--- config.mk ---
export PLATFORM = sky130hd
export DESIGN_NAME = tga_rle_pixel_decoder
export DESIGN_NICKNAME = d
export VERILOG_FILES = /design/src/design/tgarle_pkg.sv /design/src/design/tgarle_step.sv /design/src/design/tgarle_skid.sv /design/src/design/tga_rle_pixel_decoder.sv
export SDC_FILE = /design/constraint.sdc
export NUM_CORES = 1
export LEC_CHECK = 0
export BUFFER_PORTS_ARGS = -buffer_cell sky130_fd_sc_hd__buf_2
export CAP_MARGIN = 20
export CORE_ASPECT_RATIO = 0.7
export CORE_UTILIZATION = 55
export CTS_BUF_LIST = sky130_fd_sc_hd__clkbuf_4
export DETAILED_ROUTE_END_ITERATION = 7
export PLACE_DENSITY_LB_ADDON = 0.1
export SLEW_MARGIN = 20
export SYNTH_ARGS = -nofsm -noshare
export SYNTH_HDL_FRONTEND = slang
export SYNTH_SLANG_ARGS = --single-unit
export TNS_END_PERCENT = 1
--- constraint.sdc ---
create_clock -name clk -period 7.47 [get_ports clk]
set_input_delay 0.3735 -clock clk [delete_from_list [all_inputs] [get_ports clk]]
set_output_delay 0.3735 -clock clk [all_outputs]
set_load 0.01 [all_outputs]
--- src/design/tgarle_pkg.sv ---
// Shared types and constants for the TGA run-length pixel decoder.
package tgarle_pkg;

  localparam int unsigned MAX_PIXEL_BYTES = 4;

  localparam logic [2:0] BPP_RESET   = 3'd3;
  localparam logic [31:0] TOTAL_RESET = 32'd1;

  // Configuration register indexes
  localparam logic CFG_BYTES_PER_PIXEL = 1'b0;
  localparam logic CFG_PIXEL_TOTAL     = 1'b1;

  // Result status codes
  localparam logic [1:0] ST_NORMAL    = 2'd0;
  localparam logic [1:0] ST_CLIPPED   = 2'd1;
  localparam logic [1:0] ST_TRUNCATED = 2'd2;

  // Decoder phases
  localparam logic [1:0] PH_HEADER  = 2'd0;
  localparam logic [1:0] PH_REPEAT  = 2'd1;
  localparam logic [1:0] PH_LITERAL = 2'd2;
  localparam logic [1:0] PH_DISCARD = 2'd3;

  typedef struct packed {
    logic [31:0] pixel_value;
    logic [7:0]  repeat_count;
    logic [1:0]  status;
    logic        image_done;
  } result_t;

endpackage

--- src/design/tgarle_step.sv ---
// Per-byte packet decode: phase, pixel assembly and image pixel count.
module tgarle_step
  import tgarle_pkg::*;
(
  input  logic        clk,
  input  logic        rst_n,
  input  logic        accept,
  input  logic [7:0]  data_byte,
  input  logic        stream_end,
  input  logic [2:0]  bpp_eff,
  input  logic [31:0] total_eff,
  output logic        res_valid,
  output result_t     res
);

  logic [1:0]  phase_r, phase_nxt;
  logic [1:0]  byte_index_r, byte_index_nxt;
  logic [31:0] pixel_shift_r, pixel_shift_nxt;
  logic [7:0]  packet_left_r, packet_left_nxt;
  logic [31:0] pixels_done_r, pixels_done_nxt;

  logic [2:0]  bi_inc;
  logic        pixel_complete;
  logic [31:0] shift_or;
  logic [32:0] diff;
  logic [31:0] remaining;
  logic [7:0]  want;
  logic        img_done;
  logic        clip_lt;
  logic [7:0]  give;
  logic [31:0] pd_sum;
  logic [7:0]  pl_dec;
  logic [7:0]  pl_after;

  assign bi_inc         = {1'b0, byte_index_r} + 3'd1;
  assign pixel_complete = bi_inc >= bpp_eff;
  assign shift_or       = pixel_shift_r | (32'(data_byte) << {byte_index_r, 3'b000});
  assign diff           = {1'b0, total_eff} - {1'b0, pixels_done_r};
  assign remaining      = diff[32] ? 32'd0 : diff[31:0];
  assign want           = (phase_r == PH_REPEAT) ? packet_left_r : 8'd1;
  // Image completes when the request covers every missing pixel.
  assign img_done       = (remaining[31:8] == 24'd0) && (want >= remaining[7:0]);
  assign clip_lt        = (remaining[31:8] == 24'd0) && (remaining[7:0] < want);
  assign give           = clip_lt ? remaining[7:0] : want;
  assign pd_sum         = pixels_done_r + 32'(want);
  assign pl_dec         = (packet_left_r != 8'd0) ? packet_left_r - 8'd1 : 8'd0;
  assign pl_after       = (phase_r == PH_REPEAT) ? 8'd0 : pl_dec;

  always_comb begin
    phase_nxt       = phase_r;
    byte_index_nxt  = byte_index_r;
    pixel_shift_nxt = pixel_shift_r;
    packet_left_nxt = packet_left_r;
    pixels_done_nxt = pixels_done_r;
    res_valid       = 1'b0;
    res             = '0;
    if (stream_end) begin
      phase_nxt       = PH_HEADER;
      byte_index_nxt  = 2'd0;
      pixel_shift_nxt = 32'd0;
      packet_left_nxt = 8'd0;
      pixels_done_nxt = 32'd0;
      res_valid       = !((phase_r == PH_DISCARD) ||
                          ((phase_r == PH_HEADER) && (pixels_done_r == 32'd0)));
      res.status      = ST_TRUNCATED;
      res.image_done  = 1'b1;
    end else begin
      case (phase_r)
        PH_HEADER: begin
          packet_left_nxt = {1'b0, data_byte[6:0]} + 8'd1;
          phase_nxt       = data_byte[7] ? PH_REPEAT : PH_LITERAL;
          byte_index_nxt  = 2'd0;
          pixel_shift_nxt = 32'd0;
        end
        PH_DISCARD: begin
          // Drop leftover literal bytes one pixel at a time
          if (pixel_complete) begin
            byte_index_nxt  = 2'd0;
            packet_left_nxt = pl_dec;
            if (pl_dec == 8'd0) phase_nxt = PH_HEADER;
          end else begin
            byte_index_nxt = bi_inc[1:0];
          end
        end
        default: begin
          if (!pixel_complete) begin
            pixel_shift_nxt = shift_or;
            byte_index_nxt  = bi_inc[1:0];
          end else begin
            pixel_shift_nxt  = 32'd0;
            byte_index_nxt   = 2'd0;
            res_valid        = 1'b1;
            res.pixel_value  = shift_or;
            res.repeat_count = give;
            res.status       = clip_lt ? ST_CLIPPED : ST_NORMAL;
            if (img_done) begin
              res.image_done  = 1'b1;
              pixels_done_nxt = 32'd0;
              if ((phase_r == PH_LITERAL) && (pl_after != 8'd0)) begin
                res.status      = ST_CLIPPED;
                phase_nxt       = PH_DISCARD;
                packet_left_nxt = pl_after;
              end else begin
                phase_nxt       = PH_HEADER;
                packet_left_nxt = 8'd0;
              end
            end else begin
              pixels_done_nxt = pd_sum;
              packet_left_nxt = pl_after;
              if (pl_after == 8'd0) phase_nxt = PH_HEADER;
            end
          end
        end
      endcase
    end
  end

  always_ff @(posedge clk) begin
    if (!rst_n) begin
      phase_r       <= PH_HEADER;
      byte_index_r  <= 2'd0;
      pixel_shift_r <= 32'd0;
      packet_left_r <= 8'd0;
      pixels_done_r <= 32'd0;
    end else if (accept) begin
      phase_r       <= phase_nxt;
      byte_index_r  <= byte_index_nxt;
      pixel_shift_r <= pixel_shift_nxt;
      packet_left_r <= packet_left_nxt;
      pixels_done_r <= pixels_done_nxt;
    end
  end

  a_trunc_shape: assert property (@(posedge clk) disable iff (!rst_n)
    (res_valid && res.status == ST_TRUNCATED) |-> (res.repeat_count == 8'd0 && res.image_done))
    else $error("truncation result with nonzero count or no image_done");

  a_count_range: assert property (@(posedge clk) disable iff (!rst_n)
    res_valid |-> (res.repeat_count <= 8'd128))
    else $error("repeat count above 128");

  a_done_clears: assert property (@(posedge clk) disable iff (!rst_n)
    (accept && res_valid && res.image_done) |=> (pixels_done_r == 32'd0))
    else $error("pixel count not cleared after image end");

endmodule

--- src/design/tgarle_skid.sv ---
// Two-entry result buffer: output register plus skid register.
module tgarle_skid
  import tgarle_pkg::*;
(
  input  logic    clk,
  input  logic    rst_n,
  input  logic    push,
  input  result_t push_data,
  output logic    full,
  output logic    out_valid,
  input  logic    out_stall,
  output result_t out_data
);

  logic    main_valid_r, skid_valid_r;
  result_t main_r, skid_r;
  logic    pop;

  assign pop       = main_valid_r && !out_stall;
  assign full      = skid_valid_r;
  assign out_valid = main_valid_r;
  assign out_data  = main_r;

  always_ff @(posedge clk) begin
    if (!rst_n) begin
      main_valid_r <= 1'b0;
      skid_valid_r <= 1'b0;
    end else if (skid_valid_r) begin
      if (pop) begin
        main_valid_r <= 1'b1;
        skid_valid_r <= 1'b0;
      end
    end else if (push) begin
      if (!main_valid_r || pop) begin
        main_valid_r <= 1'b1;
      end else begin
        skid_valid_r <= 1'b1;
      end
    end else if (pop) begin
      main_valid_r <= 1'b0;
    end
  end

  // Payload moves only on a request taken or an empty slot filled
  always_ff @(posedge clk) begin
    if (skid_valid_r) begin
      if (pop) main_r <= skid_r;
    end else if (push) begin
      if (!main_valid_r || pop) main_r <= push_data;
      else skid_r <= push_data;
    end
  end

  a_no_overflow: assert property (@(posedge clk) disable iff (!rst_n)
    skid_valid_r |-> !push)
    else $error("result pushed into full buffer");

  a_skid_behind_main: assert property (@(posedge clk) disable iff (!rst_n)
    skid_valid_r |-> main_valid_r)
    else $error("skid entry held with empty output register");

  a_hold_while_stalled: assert property (@(posedge clk) disable iff (!rst_n)
    (out_valid && out_stall) |=> (out_valid && $stable(out_data)))
    else $error("stalled result changed or dropped");

endmodule

--- src/design/tga_rle_pixel_decoder.sv ---
// Top level of the TGA run-length pixel decoder.
// Usage:
//   Input channel (in_valid/in_stall): one compressed stream byte per request
//   on in_data_byte, or in_stream_end high to mark the end of the source.
//   Output channel (out_valid/out_stall): one decoded run per request: pixel
//   value (first stream byte in bits 7:0), repeat count, status and image_done.
//   Runs are not expanded; an unclipped literal pixel has repeat count 1.
//   Configuration (cfg_valid/cfg_ready, always ready): index 0 sets bytes per
//   pixel, index 1 sets the image pixel total. Write only while idle.
//   Throughput: one byte per cycle while in_stall is low.
//   Capture: a result is registered in the output register, or in the skid
//   register if that is held, when its last byte or the end marker is taken.
//   Reset: decoder returns to expecting a packet header, pixel count zero,
//   bytes per pixel 3, pixel total 1.
//   Stall: the output register plus one skid entry hold results; in_stall
//   rises only when both are full, and falls as soon as one drains.
module tga_rle_pixel_decoder
  import tgarle_pkg::*;
(
  input  logic        clk,
  input  logic        rst_n,
  input  logic        in_valid,
  output logic        in_stall,
  input  logic [7:0]  in_data_byte,
  input  logic        in_stream_end,
  output logic        out_valid,
  input  logic        out_stall,
  output logic [31:0] out_pixel_value,
  output logic [7:0]  out_repeat_count,
  output logic [1:0]  out_status,
  output logic        out_image_done,
  input  logic        cfg_valid,
  output logic        cfg_ready,
  input  logic        cfg_index,
  input  logic [31:0] cfg_data
);

  logic [2:0]  bpp_r;
  logic [31:0] total_r;
  logic [2:0]  bpp_eff;
  logic [31:0] total_eff;
  logic        in_accept;
  logic        buf_full;
  logic        res_valid;
  result_t     res;
  result_t     out_data;

  assign cfg_ready = 1'b1;
  assign in_stall  = buf_full;
  assign in_accept = in_valid && !buf_full;

  always_ff @(posedge clk) begin
    if (!rst_n) begin
      bpp_r   <= BPP_RESET;
      total_r <= TOTAL_RESET;
    end else if (cfg_valid && cfg_ready) begin
      if (cfg_index == CFG_BYTES_PER_PIXEL) bpp_r <= cfg_data[2:0];
      if (cfg_index == CFG_PIXEL_TOTAL) total_r <= cfg_data;
    end
  end

  // Clamp pixel size into 1..MAX_PIXEL_BYTES and the total to at least one
  always_comb begin
    if (bpp_r == 3'd0) bpp_eff = 3'd1;
    else if (bpp_r > 3'(MAX_PIXEL_BYTES)) bpp_eff = 3'(MAX_PIXEL_BYTES);
    else bpp_eff = bpp_r;
  end

  assign total_eff = (total_r == 32'd0) ? 32'd1 : total_r;

  tgarle_step u_step (
    .clk        (clk),
    .rst_n      (rst_n),
    .accept     (in_accept),
    .data_byte  (in_data_byte),
    .stream_end (in_stream_end),
    .bpp_eff    (bpp_eff),
    .total_eff  (total_eff),
    .res_valid  (res_valid),
    .res        (res)
  );

  tgarle_skid u_skid (
    .clk       (clk),
    .rst_n     (rst_n),
    .push      (in_accept && res_valid),
    .push_data (res),
    .full      (buf_full),
    .out_valid (out_valid),
    .out_stall (out_stall),
    .out_data  (out_data)
  );

  assign out_pixel_value  = out_data.pixel_value;
  assign out_repeat_count = out_data.repeat_count;
  assign out_status       = out_data.status;
  assign out_image_done   = out_data.image_done;

  a_bpp_range: assert property (@(posedge clk) disable iff (!rst_n)
    (bpp_eff != 3'd0) && (bpp_eff <= 3'(MAX_PIXEL_BYTES)))
    else $error("effective pixel size out of range");

  a_trunc_done: assert property (@(posedge clk) disable iff (!rst_n)
    (out_valid && out_status == ST_TRUNCATED) |-> out_image_done)
    else $error("truncation result without image_done");

  a_stall_follows_buffer: assert property (@(posedge clk) disable iff (!rst_n)
    (out_valid && !out_stall) |=> !in_stall)
    else $error("input still stalled after output drained");

endmodule

==> results.tsv, run 1 <==
stage	metric	value	unit
synthesis	yosys warns	0	
grt	vias in the first global route	9613	
detailed_routing	DR DRC count	0	
clock_tree	CTS tree	done	
timing	fin worst setup slack	1560	ps
detailed_routing	DR pass1 iterations	5	
layout	Sequential cell area	4850	sq um
layout	# diodes	0	
layout	Filler cells	1847	
synthesis	Yosys cell types	72	
synthesis	synthesized flop and latch total	199	
detailed_routing	routed len/inst	20.3	microns
placed_design	HPWL after DPL	25900	microns
floorplanning	I/O pin cnt	93	
clock_tree	Setup Fix Bufs, Post-CTS	0	
timing	Worst slew margin	22.7	%
grt	gr ovfl total	0	
placed_design	Final Wtd Congestion	0.964	
floorplanning	die span in x	178	microns
grt	GR peak layer	met1	
power	VDD IR max	121	uV
grt	GR Util All Layers	32.2	%
layout	fin nets	1562	
synthesis	Syn Area/Cell	8.31	sq um
grt	grt met1 use	53.8	%
setup_path	Worst Path Arrival	6280	ps
timing	Max Clk Rate	169	MHz
synthesis	Mapped Cells	1429	
clock_tree	worst skew pair latency	620	ps
layout	post-layout util	61.3	%
detailed_routing	via count	11000	
timing	fin. max-slew vios	0	
timing	RSZ-0062 raised after global routing	no	
layout	final std cell area, no fill	12900	sq um
clock_tree	CTS sink cnt	199	
min_path	Hold Path Class	input port to flop	
setup_path	worst setup path start	total_r[10]	
floorplanning	Die H	125	microns
power	Leakage	4.68	nW
timing	final setup fails	0	
setup_path	worst setup path end	u_skid.out_data[8]	
setup_path	Reg-to-Reg End	u_skid.out_data[8]	
setup_path	CP Max Fanout	16	
synthesis	register area share after synthesis	40.8	%
clock_tree	CTS Hold Bufs	23	
layout	multi-input logic area	6390	sq um
setup_path	Critical Path RT	7830	ps
floorplanning	core area	21000	sq um
grt	GR Util met2	38.5	%
run_status	outcome	completed	
synthesis	Post-Syn Area	11900	sq um
detailed_routing	post-DR vias/cell	6.30	
synthesis	syn nets	1537	
synthesis	EDFF count, synth	86	
setup_path	Reg-to-Reg Start	total_r[10]	
min_path	Worst Hold Launch	out_stall	
clock_tree	Resize count post-CTS	0	
synthesis	Main synth FF type	dfxtp_1	
timing	Tcrit/Tclk final	79.1	%
clock_tree	root buffer cell	clkbuf_4	
grt	first-pass GRT wire length	54800	microns
detailed_routing	DRT iter0 DRCs	1349	
clock_tree	Reg clk slew, reported paths	160	ps
layout	share of cells above drive strength 1	10.8	%
timing	min Tclk post-route	5910	ps
floorplanning	Initial Util	56.6	%
setup_path	crit path kind	flop to flop	
placed_design	Cell Area, Placed	12400	sq um
grt	initial antenna violation count	2	
setup_path	R2R setup slack	1560	ps
floorplanning	Cell Rows	44	
synthesis	async set-or-reset flop fraction in the synthesized netlist	0	%
placed_design	DP Worst Slack	1750	ps
detailed_routing	antenna-violating nets left	0	
clock_tree	deepest clock path buffer count	2	
floorplanning	Die Footprint	22200	sq um
detailed_routing	Post-Route WL	35300	microns
clock_tree	H-tree levels	4	
job	Max Cap Viol	0	
power	PD cells	201	nW/um^2
power	Final Total Pwr	0.00258	W
timing	Worst Max-Slew Pin Slew	1150	ps
layout	Layout area overhead	8.22	%
placed_design	port buffer count	91	
setup_path	CP startpoint kind	flop	
grt	routing usage on met3	10.9	%
grt	largest net degree at the start of global routing	91	
timing	Final Skew	17.2	ps
setup_path	Critical Path Sink Type	flop	
setup_path	R2R cell count	23	
timing	setup_tns	0	ps
clock_tree	CTS Buf Count	17	
timing	Fin. Hold Viols	0	
per-stage QoR:
stage | hold WS (ps) | cells
5_1_grt | 20.4 | 1743
4_1_cts | 18.1 | 1743
3_3_place_gp | 447 | 1688
6_report | 49.7 | 1743
3_5_place_dp | 454 | 1688
2_1_floorplan | 438 | 1429
cells in the mapped netlist (8+ instances only):
cell type | instances | share of area, %
o211ai_1 | 32 | 2.0
nand2b_1 | 13 | 0.68
nand3_1 | 26 | 1.1
o21ai_0 | 30 | 1.3
ha_1 | 59 | 6.2
o2111ai_1 | 10 | 0.74
or3_1 | 10 | 0.53
clkbuf_1 | 102 | 3.2
o21bai_1 | 8 | 0.51
xnor2_1 | 23 | 1.7
edfxtp_1 | 86 | 22
o21a_1 | 8 | 0.51
inv_1 | 57 | 1.8
nor4_1 | 29 | 1.5
buf_1 | 14 | 0.44
o31ai_1 | 36 | 2.3
nor2b_1 | 9 | 0.47
dfxtp_1 | 113 | 19
nor2_1 | 145 | 4.6
nor3_1 | 30 | 1.3
and2_1 | 11 | 0.58
a31oi_1 | 12 | 0.63
nor3b_1 | 10 | 0.63
nand2_1 | 182 | 5.8
a21o_1 | 14 | 0.88
a21oi_1 | 162 | 6.8
a22oi_1 | 15 | 0.95
xor2_1 | 11 | 0.81
o21ai_1 | 31 | 1.3
nand4_1 | 24 | 1.3
o221ai_1 | 12 | 0.88
o22ai_1 | 8 | 0.42
how the worst min path moves through the flow:
stage | to | cells past startpoint
after floorplan | u_step.pixel_shift_r[0] | 2
after global routing | u_skid.full | 3
final | u_skid.full | 3
after CTS | u_skid.full | 3
after global placement | u_step.pixel_shift_r[29] | 2
after detailed placement | u_step.pixel_shift_r[27] | 2
registers in the layout, indices dropped and copies added (netlist names), 2 cells and up:
register              cells
bpp_r                     3
u_step.packet_left_r      8
total_r                  32
u_skid.out_data          43
u_skid.skid_r            43
u_step.pixels_done_r     32
u_step.pixel_shift_r     32
u_step.phase_r            2
u_step.byte_index_r       2
final cells by class:
class                      instances  area share, %
timing repair buffer             129           6.21
inverter                          58           1.69
clock buffer                      18           1.05
tap                              276           2.69
multi-input combinational       1049           49.7
clock inverter                    14          0.983
sequential                       199           37.7
cells in the final DEF, fill, tap and decap left out, types with 10 or more instances in the layout:
cell type | netlist | final
or3_1 | 10 | 10
buf_4 | 1 | 15
o21ai_0 | 30 | 29
buf_2 | 6 | 91
edfxtp_1 | 86 | 86
dfxtp_1 | 113 | 112
nor3_1 | 30 | 29
nor4_1 | 29 | 29
a22oi_1 | 15 | 15
and2_1 | 11 | 10
a21oi_1 | 162 | 162
clkbuf_4 | 0 | 18
nand4_1 | 24 | 24
dlygate4sd3_1 | 0 | 23
nor3b_1 | 10 | 10
o21ai_1 | 31 | 31
nand2b_1 | 13 | 13
ha_1 | 59 | 59
xor2_1 | 11 | 11
nand3_1 | 26 | 26
inv_1 | 57 | 57
o221ai_1 | 12 | 12
a31oi_1 | 12 | 12
o2111ai_1 | 10 | 10
xnor2_1 | 23 | 23
o31ai_1 | 36 | 35
nand2_1 | 182 | 182
a21o_1 | 14 | 14
nor2_1 | 145 | 143
o211ai_1 | 32 | 32
per-layer routing:
metal,vias up,wire length [microns]
met1,5193,17700
met2,507,13100
li1,5236,-
met3,33,4260
met5,-,20
met4,4,234
cells by family after synthesis:
logic type | Yosys count | synth area share [%]
compound gates | 429 | 23.3
buf+inv | 181 | 5.81
fa+ha+maj | 61 | 6.55
xor+xnor | 34 | 2.51
mux | 9 | 0.790
other cells | 1 | 0.0316
flops | 199 | 40.8
simple gates | 515 | 20.2
power breakdown:
group          internal, W  leakage [nW]  switching, W
Combinational     0.000247          2.84      0.000559
Clock             0.000172         0.134      0.000385
Sequential         0.00118          1.70     0.0000355
worst max-delay path, cell delays in order, from the launching register on:
cell and delay (ps):
dfxtp_1 350, nor4_1 340, nand4_1 210, nor2_1 130, nor2_1 50, ha_1 190
inv_1 70, fa_1 230, a211oi_2 100, o211ai_1 260, a211oi_1 180, nor4_1 650
nor2_1 160, o21bai_1 220, a31o_2 290, nand2_1 130, ha_1 330, a21o_1 190
a21o_1 170, a21oi_1 140, o21ai_0 150, o21ai_1 570, nand2b_1 430, o311ai_1 150
(Power assumes the default switching activity.)
==> run 2: changes to the inputs <==
clock period = 5.8 ns   (was 7.47 ns; I/O delays follow)
==> results.tsv, run 2 (synthesis gave the netlist of run 1 again) <==
stage	metric	value	unit
layout	most frequent cells in the layout	nand2_1 (182), a21oi_1 (162), nor2_1 (143)	
detailed_routing	DR DRC count	0	
timing	RSZ-0062 raised after global routing	no	
grt	initial antenna violation count	1	
setup_path	crit path kind	flop to flop	
clock_tree	H-tree levels	4	
setup_path	Critical Path Sink Type	flop	
min_path	Hold Path Class	input port to flop	
detailed_routing	antenna-violating nets left	0	
layout	most common cell after layout, fill and taps aside	nand2_1	
timing	final setup fails	0	
placed_design	DP Worst Slack	319	ps
placed_design	Final Wtd Congestion	1.10	
grt	vias in the first global route	9741	
power	PD cells	261	nW/um^2
timing	Max Clk Rate	184	MHz
layout	fin nets	1577	
clock_tree	CTS Buf Count	17	
timing	fin worst setup slack	359	ps
clock_tree	worst skew pair latency	610	ps
floorplanning	Initial Util	56.6	%
clock_tree	CTS tree	done	
timing	Worst slew margin	26.5	%
placed_design	HPWL after DPL	25900	microns
timing	Tcrit/Tclk final	93.8	%
detailed_routing	routed len/inst	20.0	microns
detailed_routing	Post-Route WL	35200	microns
timing	Fin. Hold Viols	0	
timing	setup_tns	0	ps
setup_path	CP startpoint kind	flop	
detailed_routing	DRT iter0 DRCs	1393	
timing	Worst Max-Slew Pin Slew	1100	ps
setup_path	CP Max Fanout	39	
timing	min Tclk post-route	5440	ps
detailed_routing	DR pass1 iterations	7	
detailed_routing	via count	11000	
run_status	outcome	completed	
grt	first-pass GRT wire length	54500	microns
power	Leakage	4.78	nW
grt	gr ovfl total	0	
floorplanning	Cell Rows	44	
floorplanning	die span in x	178	microns
layout	share of cells above drive strength 1	11.0	%
power	VDD IR max	207	uV
floorplanning	core area	21000	sq um
setup_path	Worst Path Arrival	5790	ps
clock_tree	root buffer cell	clkbuf_4	
job	Max Cap Viol	0	
grt	GR Util All Layers	32.0	%
detailed_routing	post-DR vias/cell	6.28	
floorplanning	Die H	125	microns
floorplanning	I/O pin cnt	93	
clock_tree	deepest clock path buffer count	2	
clock_tree	CTS sink cnt	199	
setup_path	Critical Path RT	6150	ps
layout	Layout area overhead	9.67	%
timing	Final Skew	31.2	ps
placed_design	port buffer count	91	
timing	fin. max-slew vios	0	
floorplanning	Die Footprint	22200	sq um
clock_tree	Reg clk slew, reported paths	160	ps
grt	largest net degree at the start of global routing	91	
-- run 2: cell count changes in the layout (fill, tap and decap cells not counted), sizes merged, moves of 2 or more --
| cell | change |
|---|---|
| dlygate4sd3 | +11 |
| clkinvlp | -4 |
| clkinv | -2 |
| buf | +4 |
| clkbuf | +5 |
-- run 2: worst paths after layout --
check | depth (start not counted) | slack, ps | endpoint | start
max | 24 | 360 | u_skid.out_data[1] | total_r[26]
min | 3 | 50 | u_skid.full | in_valid
min reg2reg | 2 | 490 | u_step.pixel_shift_r[2] | u_step.pixel_shift_r[2]
max reg2reg | 24 | 360 | u_skid.out_data[1] | total_r[26]
-- run 2: cell type report --
cell class                      instances  area, sq um
Inverter                               58          218
Timing Repair Buffer                  144          938
Clock inverter                          9          119
Antenna cell                            1         2.50
Tap cell                              276          345
Multi-Input combinational cell       1049         6390
Clock buffer                           23          173
Fill cell                            1844         7950
Sequential cell                       199         4850
-- run 2: stage by stage --
step                utilization (%)  instance area [sq um]  std cells  hold WS, ps  total power [W]
floorplan                         -                  11900       1429          389          0.00230
finish                         62.1                  13000       1759         45.3          0.00340
global route                   62.1                  13000       1759         17.9          0.00356
detailed placement             59.1                  12400       1692          455          0.00259
global placement               59.1                  12400       1692          447          0.00259
CTS                            62.1                  13000       1758         2.02          0.00337
-- run 2: critical path, stage by stage (launching register included) --
cell and delay (ps):
dfxtp_1 370, nor4_1 410, nand4_1 180, nor2_1 130, nor2_1 50, ha_1 180, inv_1 70, fa_1 230
a211oi_2 110, o211ai_1 280, a211oi_1 180, nor4_2 330, nor2_1 120, o21bai_1 200, a31o_2 290, nand2_1 130
ha_1 320, a21o_1 180, a21o_1 160, a21oi_1 140, o21ai_0 150, nor2_2 140, buf_4 400, a2111oi_2 110
mux2_1 310
-- run 2: per-layer routing --
metal | global-route usage [%] | up-vias | wire (microns)
li1 | - | 5293 | -
met1 | 51.0 | 5158 | 17100
met2 | 39.3 | 568 | 13000
met3 | 13.0 | 23 | 4860
met4 | 5.83 | 0 | 289
met5 | 0 | - | 0
-- run 2: where the power goes --
| part | leakage (nW) | internal (W) | switching [W] | total [W] |
|---|---|---|---|---|
| logic | 2.91 | 0.000339 | 0.000713 | 0.00105 |
| registers | 1.70 | 0.00152 | 0.0000467 | 0.00157 |
| clock network | 0.166 | 0.000292 | 0.000484 | 0.000777 |
-- run 2: repair_timing --
action | in CTS | in global routing
endpoints found under the hold margin | 36 | 0
resized for setup | 0 | 1
endpoints found under the setup margin | 0 | 19
setup buffers | 0 | 0
hold buffers | 34 | 0
